## src/sv/bfla_pkg.sv

```systemverilog
`timescale 1ns / 1ps
package bfla_pkg;

  localparam int MAX_BLOCKS   = 64;
  localparam int HEADER_BYTES = 12;
  localparam int MIN_ALIGN    = 4;
  localparam int IDX_W        = $clog2(MAX_BLOCKS);
  localparam int CNT_W        = IDX_W + 1;
  localparam int ALIGN_W      = 17;
  localparam int IN_DATA_W    = 88;
  localparam int OUT_DATA_W   = 200;
  localparam int CFG_IDX_W    = 2;

  localparam logic [CFG_IDX_W-1:0] REG_POOL_BASE  = 2'd0;
  localparam logic [CFG_IDX_W-1:0] REG_POOL_BYTES = 2'd1;

  typedef enum logic [2:0] {
    ACT_ALLOC    = 3'd0,
    ACT_FREE     = 3'd1,
    ACT_RESET    = 3'd2,
    ACT_QUERY    = 3'd3,
    ACT_CONTAINS = 3'd4
  } action_t;

  typedef enum logic [2:0] {
    ST_OK      = 3'd0,
    ST_ZERO    = 3'd1,
    ST_OOM     = 3'd2,
    ST_FULL    = 3'd3,
    ST_IGNORED = 3'd4
  } status_t;

  // controller to datapath
  typedef struct packed {
    logic    load;
    logic    setup_align;
    logic    ptr_down;
    logic    ptr_up;
    logic    ptr_clear;
    logic    stk_rd_scan;
    logic    tbl_rd_stk;
    logic    tbl_rd_ptr;
    logic    reuse_wb;
    logic    shift_rd;
    logic    shift_wr;
    logic    shift_end;
    logic    bump_end;
    logic    bump_wb;
    logic    free_wb;
    logic    pool_reset;
    logic    contains;
    logic    st_set;
    status_t st_code;
    logic    out_load;
  } dp_cmd_t;

  // datapath to controller
  typedef struct packed {
    logic [2:0] action;
    logic       size_zero;
    logic       addr_zero;
    logic       ptr_zero;
    logic       fit;
    logic       shift_done;
    logic       oom;
    logic       table_full;
    logic       ptr_at_end;
    logic       fmatch;
    logic       stack_full;
  } dp_sts_t;

  // smallest all-ones mask covering v
  function automatic logic [ALIGN_W-1:0] smear(input logic [ALIGN_W-1:0] v);
    logic [ALIGN_W-1:0] r;
    r = v;
    r = r | (r >> 1);
    r = r | (r >> 2);
    r = r | (r >> 4);
    r = r | (r >> 8);
    r = r | (r >> 16);
    return r;
  endfunction

  function automatic logic [31:0] sat32(input logic [32:0] v);
    return v[32] ? 32'hFFFF_FFFF : v[31:0];
  endfunction

endpackage

```

## src/sv/bfla_ctrl.sv

```systemverilog
`timescale 1ns / 1ps
module bfla_ctrl import bfla_pkg::*; (
  input  logic    clk,
  input  logic    rst,
  input  logic    s_tvalid,
  output logic    s_tready,
  output logic    m_tvalid,
  input  logic    m_tready,
  output logic    cfg_ready,
  input  dp_sts_t sts,
  output dp_cmd_t cmd
);

  typedef enum logic [13:0] {
    S_IDLE     = 14'b00000000000001,
    S_DECODE   = 14'b00000000000010,
    S_ASCAN    = 14'b00000000000100,
    S_ASTK     = 14'b00000000001000,
    S_ABLK     = 14'b00000000010000,
    S_REUSE    = 14'b00000000100000,
    S_SHIFT_RD = 14'b00000001000000,
    S_SHIFT_WR = 14'b00000010000000,
    S_BUMP     = 14'b00000100000000,
    S_BCHK     = 14'b00001000000000,
    S_FSCAN    = 14'b00010000000000,
    S_FCHK     = 14'b00100000000000,
    S_FWB      = 14'b01000000000000,
    S_OUT      = 14'b10000000000000
  } state_t;

  state_t state, state_next;
  logic   out_free;

  assign out_free  = !m_tvalid || m_tready;
  assign s_tready  = (state == S_IDLE);
  assign cfg_ready = (state == S_IDLE);

  always_comb begin
    state_next = state;
    cmd = '0;
    cmd.st_code = ST_OK;
    case (state)
      S_IDLE: begin
        if (s_tvalid) begin
          cmd.load = 1'b1;
          state_next = S_DECODE;
        end
      end
      S_DECODE: begin
        state_next = S_OUT;
        case (sts.action)
          ACT_ALLOC: begin
            if (sts.size_zero) begin
              cmd.st_set = 1'b1;
              cmd.st_code = ST_ZERO;
            end else begin
              cmd.setup_align = 1'b1;
              state_next = S_ASCAN;
            end
          end
          ACT_FREE: begin
            if (sts.addr_zero) begin
              cmd.st_set = 1'b1;
              cmd.st_code = ST_IGNORED;
            end else begin
              cmd.ptr_clear = 1'b1;
              state_next = S_FSCAN;
            end
          end
          ACT_RESET:    cmd.pool_reset = 1'b1;
          ACT_CONTAINS: cmd.contains = 1'b1;
          default: ;
        endcase
      end
      S_ASCAN: begin
        if (sts.ptr_zero) begin
          state_next = S_BUMP;
        end else begin
          cmd.stk_rd_scan = 1'b1;
          state_next = S_ASTK;
        end
      end
      S_ASTK: begin
        cmd.tbl_rd_stk = 1'b1;
        state_next = S_ABLK;
      end
      S_ABLK: begin
        if (sts.fit) begin
          state_next = S_REUSE;
        end else begin
          cmd.ptr_down = 1'b1;
          state_next = S_ASCAN;
        end
      end
      S_REUSE: begin
        cmd.reuse_wb = 1'b1;
        state_next = S_SHIFT_RD;
      end
      S_SHIFT_RD: begin
        if (sts.shift_done) begin
          cmd.shift_end = 1'b1;
          state_next = S_OUT;
        end else begin
          cmd.shift_rd = 1'b1;
          state_next = S_SHIFT_WR;
        end
      end
      S_SHIFT_WR: begin
        cmd.shift_wr = 1'b1;
        state_next = S_SHIFT_RD;
      end
      S_BUMP: begin
        cmd.bump_end = 1'b1;
        state_next = S_BCHK;
      end
      S_BCHK: begin
        if (sts.oom) begin
          cmd.st_set = 1'b1;
          cmd.st_code = ST_OOM;
        end else if (sts.table_full) begin
          cmd.st_set = 1'b1;
          cmd.st_code = ST_FULL;
        end else begin
          cmd.bump_wb = 1'b1;
        end
        state_next = S_OUT;
      end
      S_FSCAN: begin
        if (sts.ptr_at_end) begin
          cmd.st_set = 1'b1;
          cmd.st_code = ST_IGNORED;
          state_next = S_OUT;
        end else begin
          cmd.tbl_rd_ptr = 1'b1;
          state_next = S_FCHK;
        end
      end
      S_FCHK: begin
        if (sts.fmatch) begin
          if (sts.stack_full) begin
            cmd.st_set = 1'b1;
            cmd.st_code = ST_IGNORED;
            state_next = S_OUT;
          end else begin
            state_next = S_FWB;
          end
        end else begin
          cmd.ptr_up = 1'b1;
          state_next = S_FSCAN;
        end
      end
      S_FWB: begin
        cmd.free_wb = 1'b1;
        state_next = S_OUT;
      end
      S_OUT: begin
        if (out_free) begin
          cmd.out_load = 1'b1;
          state_next = S_IDLE;
        end
      end
      default: state_next = S_IDLE;
    endcase
  end

  always_ff @(posedge clk) begin
    if (rst) begin
      state <= S_IDLE;
      m_tvalid <= 1'b0;
    end else begin
      state <= state_next;
      if (cmd.out_load) begin
        m_tvalid <= 1'b1;
      end else if (m_tready) begin
        m_tvalid <= 1'b0;
      end
    end
  end

endmodule

```

## config.mk

```make
export PLATFORM = sky130hd
export DESIGN_NAME = bfla_ctrl
export DESIGN_NICKNAME = d
export VERILOG_FILES = /design/src/sv/bfla_pkg.sv /design/src/sv/bfla_ctrl.sv
export SDC_FILE = /design/constraint.sdc
export NUM_CORES = 1
export LEC_CHECK = 0
export ABC_AREA = 0
export BUFFER_PORTS_ARGS = -buffer_cell sky130_fd_sc_hd__buf_2
export CAP_MARGIN = 20
export CELL_PAD_IN_SITES_DETAIL_PLACEMENT = 1
export CELL_PAD_IN_SITES_GLOBAL_PLACEMENT = 2
export CORE_MARGIN = 5
export CORE_UTILIZATION = 26
export DETAILED_ROUTE_END_ITERATION = 10
export PLACE_DENSITY_LB_ADDON = 0.3
export SYNTH_ARGS = -nofsm -noshare
export SYNTH_HDL_FRONTEND = slang
export SYNTH_SLANG_ARGS = --single-unit
```

## constraint.sdc

```tcl
create_clock -name clk -period 2.45 [get_ports clk]
set_input_delay 0.3675 -clock clk [delete_from_list [all_inputs] [get_ports clk]]
set_output_delay 0.3675 -clock clk [all_outputs]
set_load 0.02 [all_outputs]
```

==> impl_metrics.env, run 1 <==
export IMPL_start_util=0.268
export IMPL_clockBufferDepth=2
export IMPL_total_power_uw=606
export IMPL_synth_fa_ha_area_frac=0
export IMPL_worstPathMaxFanout=4
export IMPL_wirelength_um=3740
export IMPL_stdcell_area_um2=1640
export IMPL_drtPass1Iterations=4
export IMPL_core_um2=4000
export IMPL_grt_busiest_layer="met2"
export IMPL_worst_pin_slew_ps=531
export IMPL_synthDistinctLibCells=44
export IMPL_grt_max_degree=12
export IMPL_synth_top_family_by_area="simple AND/OR/NAND/NOR gates"
export IMPL_place_port_buffers=41
export IMPL_power_density_nw_per_um2=370
export IMPL_synth_edf_count=0
export IMPL_ys_ff_latch=15
export IMPL_synthCells=138
export IMPL_post_route_util=0.409
export IMPL_finalHoldViolCount=0
export IMPL_yosysSeqAreaShare=0.280
export IMPL_cts_root_buffer="clkbuf_8"
export IMPL_rows=23
export IMPL_worstSetupStartpointType="flip-flop"
export IMPL_syn_cell_area_um2=1070
export IMPL_finalMaxSlewViolations=0
export IMPL_drive_gt1_frac=0.482
export IMPL_instances_no_fill=241
export IMPL_min_path_type="primary input to flip-flop"
export IMPL_vias=1229
export IMPL_cts_sinks=15
export IMPL_reg2reg_slack_ps=490
export IMPL_postSynthAreaPerCell_um2=7.78
export IMPL_peakVddDrop_uv=176
export IMPL_grt_pass1_wl_um=5940
export IMPL_met2_usage=0.253
export IMPL_synth_mux_area_frac=0
export IMPL_slew_headroom=0.641
export IMPL_ys_warnings_count=0
export IMPL_synth_simple_area_share=0.494
export IMPL_numCtsBuffers=3
export IMPL_grtUsageMet1=0.162
export IMPL_gr_total_overflow=0
export IMPL_place_area_um2=1370
export IMPL_worstSkewPairLatency_ps=260
export IMPL_worstPathArrival_ps=2120
export IMPL_fin_crit_ps=2490
export IMPL_viasPerCell=5.10
export IMPL_area_growth_pct=52.4
export IMPL_status="finished, violations left"
export IMPL_nets=209
export IMPL_synth_flop_cell="dfxtp_1"
export IMPL_cts_max_level=1
export IMPL_drtIter0Drc=37
export IMPL_setup_slack_ps=-37.0
export IMPL_die_area_um2=5510
export IMPL_num_antenna_cells=0
export IMPL_total_leakage_power_uw=0.000722
export IMPL_violations="negative setup slack"
export IMPL_fmax_ghz=0.402
export IMPL_fillers=496
export IMPL_grt_antenna_before_repair=0
export IMPL_cp_required_ps=2080
export IMPL_ioPinCount=42
export IMPL_ys_async_sr_fraction=0
export IMPL_gp_congestion=0.752
export IMPL_antenna_left=0
export IMPL_drc=0
export IMPL_rsz0062_at_grt="true"
export IMPL_cts_tree="yes"
export IMPL_grt_usage=0.137
export IMPL_final_cell_mix="buf_2, buf_4, dfxtp_1"
export IMPL_grt_pass1_vias=1284
export IMPL_synthXorXnorAreaFrac=0.0326
export IMPL_synth_compound_area_share=0.126
export IMPL_crit_type="flip-flop to primary output"
export IMPL_clk_pin_slew_worst_paths_ps=70
export IMPL_maxCapViolCount=0
export IMPL_fp_dieH_um=74.3
export IMPL_use_met3=0.0365
export IMPL_placed_cells_incl_taps=228
export IMPL_fin_crit_sh=1.02
export IMPL_synth_nets=155
export IMPL_layout_commonest_cell="buf_2"
export IMPL_cp_end_kind="primary output"
export IMPL_die_w_um=74.3
export IMPL_finClkSkew_ps=5.47
export IMPL_dp_hpwl_um=2900
export IMPL_post_drt_wl_per_cell_um=15.5
export IMPL_setup_viol=3
## where the power goes
part / switching (uW) / internal [uW] / total [uW] / leakage (uW)
Combinational: 75.6 / 62.8 / 138 / 0.000574
Sequential: 7.26 / 248 / 255 / 0.000123
Clock: 99.3 / 113 / 212 / 0.0000255
Total: 182 / 423 / 606 / 0.000722
## metal layers
layer  vias to the layer above  wire (um)
met2                        23       2040
li1                        614          -
met5                         -          0
met1                       588       1510
met4                         0         25
met3                         4        171
## metrics by stage
stage	hold WS (ps)	setup TNS (ps)	setup WS, ps
after floorplan	444	0	5.07
after global placement	550	0	170
after detailed placement	554	0	137
after CTS	287	-259	-70.5
after global routing	291	-512	-99.6
final	283	-67.7	-37.0
## registers in the layout, indices dropped and copies added (netlist names)
name / cells
state: 14
m_tvalid: 1
## cell families after synthesis
logic type / Yosys count
AOI/OAI and AO/OA: 18
DFF: 15
and+or+nand+nor: 84
xor gates and xnor gates: 4
buffers and inverters: 17
## layout make-up
class	instances	area, um2	area share
timing repair buffer	60	382	0.233
inverter	6	22.5	0.0138
clock buffer	3	41.3	0.0252
multi-input combinational	106	818	0.500
sequential	15	305	0.187
tap	50	62.6	0.0382
clock inverter	1	5.00	0.00306
## synth_stat cells (2+ instances only)
| library cell | instances | share of area |
|---|---|---|
| nand2b_1 | 5 | 0.029 |
| o21ai_0 | 3 | 0.014 |
| nand4b_1 | 2 | 0.016 |
| dfxtp_1 | 15 | 0.28 |
| nor4b_1 | 8 | 0.065 |
| nor3b_1 | 2 | 0.014 |
| buf_2 | 4 | 0.019 |
| nand4_1 | 2 | 0.012 |
| nor2_1 | 12 | 0.042 |
| a21oi_1 | 2 | 0.0093 |
| or4_4 | 2 | 0.021 |
| inv_1 | 6 | 0.021 |
| o21a_1 | 2 | 0.014 |
| and2_1 | 3 | 0.017 |
| nand3_1 | 6 | 0.028 |
| xnor2_1 | 2 | 0.016 |
| nand2_1 | 11 | 0.038 |
| xor2_1 | 2 | 0.016 |
| clkbuf_1 | 6 | 0.021 |
| nor3_1 | 12 | 0.056 |
| nor4_1 | 6 | 0.035 |
| or3_1 | 2 | 0.012 |
| nor2b_1 | 2 | 0.012 |
## final timing paths
kind              startpoint   endpoint  cells after the start
setup / recovery    state[4]     cmd[4]                      6
hold / removal        sts[0]  state[12]                      2
setup reg to reg    state[4]  state[10]                      6
hold reg to reg     state[3]   state[4]                      1
## critical path, cell delays in order (launching register included)
cell and delay (ps):
dfxtp_2 320, or4_4 570, nor3b_4 280, nand4b_1 230
nor2_1 210, a211o_1 130, buf_6 110
## timing repair
action,CTS,global route
hold endpoints to repair,0,0
pin swaps,9,11
hold buffers,0,0
setup endpoints to repair,12,22
buffers inserted,4,5
gates resized for setup,14,25
Note: power is estimated with default switching activity, not from simulation.
==> run 2, diff against run 1 <==
Clock period 2.45 ns to 2.4 ns, I/O delays scaled along.
==> impl_metrics.env, run 2 (synthesis gave the netlist of run 1 again) <==
export IMPL_slowest_delay_ps=570
export IMPL_fp_dieH_um=74.3
export IMPL_crit_type="flip-flop to primary output"
export IMPL_finalHoldViolCount=0
export IMPL_fin_crit_ps=2450
export IMPL_total_power_uw=641
export IMPL_p_comb_frac=0.265
export IMPL_crit_top_cell="buf_6"
export IMPL_drtIter0Drc=49
export IMPL_cts_sinks=15
export IMPL_dp_hpwl_um=2970
export IMPL_violations="negative setup slack"
export IMPL_num_antenna_cells=0
export IMPL_min_path_type="primary input to flip-flop"
export IMPL_p_sw_uw=187
export IMPL_nets=213
export IMPL_cts_max_level=1
export IMPL_grt_antenna_before_repair=0
export IMPL_setup_viol=5
export IMPL_swShare=0.292
export IMPL_antenna_left=0
export IMPL_worstSetupStartpointType="flip-flop"
export IMPL_p_int_uw=453
export IMPL_reg_top3="state x14, m_tvalid x1"
export IMPL_maxCapViolCount=0
export IMPL_crit_chain="or4_4, nor4_4, buf_6, and4bb_2, and2_4, buf_6"
export IMPL_cts_root_buffer="clkbuf_8"
export IMPL_fin_crit_sh=1.02
export IMPL_power_frac_clock=0.329
export IMPL_largest_reg_flops=14
export IMPL_place_port_buffers=41
export IMPL_place_area_um2=1410
export IMPL_slew_headroom=0.633
export IMPL_p_seq_frac=0.406
export IMPL_viasPerCell=5.18
export IMPL_place_ws_ps=152
export IMPL_core_um2=4000
export IMPL_power_density_nw_per_um2=369
export IMPL_fmax_ghz=0.408
export IMPL_finClkSkew_ps=0.710
export IMPL_critPathSlowestCell="or4_4"
export IMPL_total_leakage_power_uw=0.000753
export IMPL_regMostFlops="state"
export IMPL_peakVddDrop_uv=254
export IMPL_wirelength_um=3750
export IMPL_gp_congestion=0.777
export IMPL_worstSkewPairLatency_ps=250
export IMPL_status="finished, violations left"
export IMPL_finalMaxSlewViolations=0
export IMPL_clockBufferDepth=2
export IMPL_fillers=480
export IMPL_reg2reg_slack_ps=450
export IMPL_rsz0062_at_grt="true"
export IMPL_post_drt_wl_per_cell_um=15.3
export IMPL_cp_required_ps=2040
export IMPL_grt_usage=0.133
export IMPL_clk_pin_slew_worst_paths_ps=60
export IMPL_drive_gt1_frac=0.487
export IMPL_hold_buffers=0
export IMPL_grt_max_degree=12
export IMPL_area_growth_pct=61.8
export IMPL_worstPathArrival_ps=2090
export IMPL_cts_tree="yes"
export IMPL_grt_pass1_vias=1267
export IMPL_setup_slack_ps=-50.8
export IMPL_drtPass1Iterations=4
export IMPL_cp_end_kind="primary output"
export IMPL_ioPinCount=42
export IMPL_grt_pass1_wl_um=5710
export IMPL_start_util=0.268
export IMPL_drc=0
export IMPL_worstPathMaxFanout=4
export IMPL_rows=23
export IMPL_die_area_um2=5510
export IMPL_layout_commonest_cell="buf_4"
export IMPL_die_w_um=74.3
export IMPL_gr_total_overflow=0
export IMPL_stdcell_area_um2=1740
export IMPL_numCtsBuffers=3
export IMPL_final_cell_mix="buf_4, buf_2, dfxtp_1, nor2_1, nand2_1"
export IMPL_vias=1269
export IMPL_worst_pin_slew_ps=546
run 2: cell types whose count changed in the layout (fill, tap and decap cells not counted), moves of 2 or more:
cell,delta
dfxtp_2,-2
buf_2,-9
dfxtp_1,+2
buf_6,+5
buf_4,+8
run 2: path summary, 6_finish.rpt:
check	from	cells past startpoint	to
worst max-delay path	state[10]	6	cmd[21]
worst min-delay path	sts[0]	2	state[12]
worst max register to register	state[10]	7	state[0]
worst min register to register	m_tvalid	3	m_tvalid
run 2: worst max-delay path: cells and delay by family, from the launching register on:
kind	cells	cell delay (ps)
buffers and inverters	2	280
flip-flops	1	320
AND/OR/NAND/NOR	4	1250
run 2: metal layers:
layer	global-route usage	vias to the layer above	part of all wire
li1	-	624	-
met1	0.160	605	0.43
met2	0.239	34	0.52
met3	0.0324	6	0.041
met4	0.0257	0	0.014
met5	0	-	0
run 2: what timing repair did:
item	4_1_cts	5_1_grt
pin swaps	4	12
hold endpoints to repair	0	0
endpoints found under the setup margin	10	19
gates resized for setup	12	42
setup buffers	2	8
run 2: power groups by stage:
stage	registers (uW)	clock network, uW	logic (uW)
floorplan	264	0	70.0
global placement	265	0	114
detailed placement	265	0	117
CTS	259	220	125
global route	260	232	184
finish	260	211	170
run 2: cell type report:
| cell class | count | area [um2] | area share |
|---|---|---|---|
| repair buffers | 64 | 453 | 0.261 |
| clock buffers | 4 | 45.0 | 0.0259 |
| multi-input cells | 106 | 851 | 0.490 |
| well taps | 50 | 62.6 | 0.0360 |
| flip-flops and latches | 15 | 303 | 0.174 |
| inverters | 6 | 22.5 | 0.0130 |
run 2: per-stage QoR:
stage           util  TNS (ps)  instances  hold WS, ps
4_1_cts        0.381     -98.4        237          281
2_1_floorplan      -         0        138          436
3_3_place_gp   0.352         0        231          546
5_1_grt        0.434     -1040        245          279
3_5_place_dp   0.352         0        231          549
6_report       0.434      -142        245          289
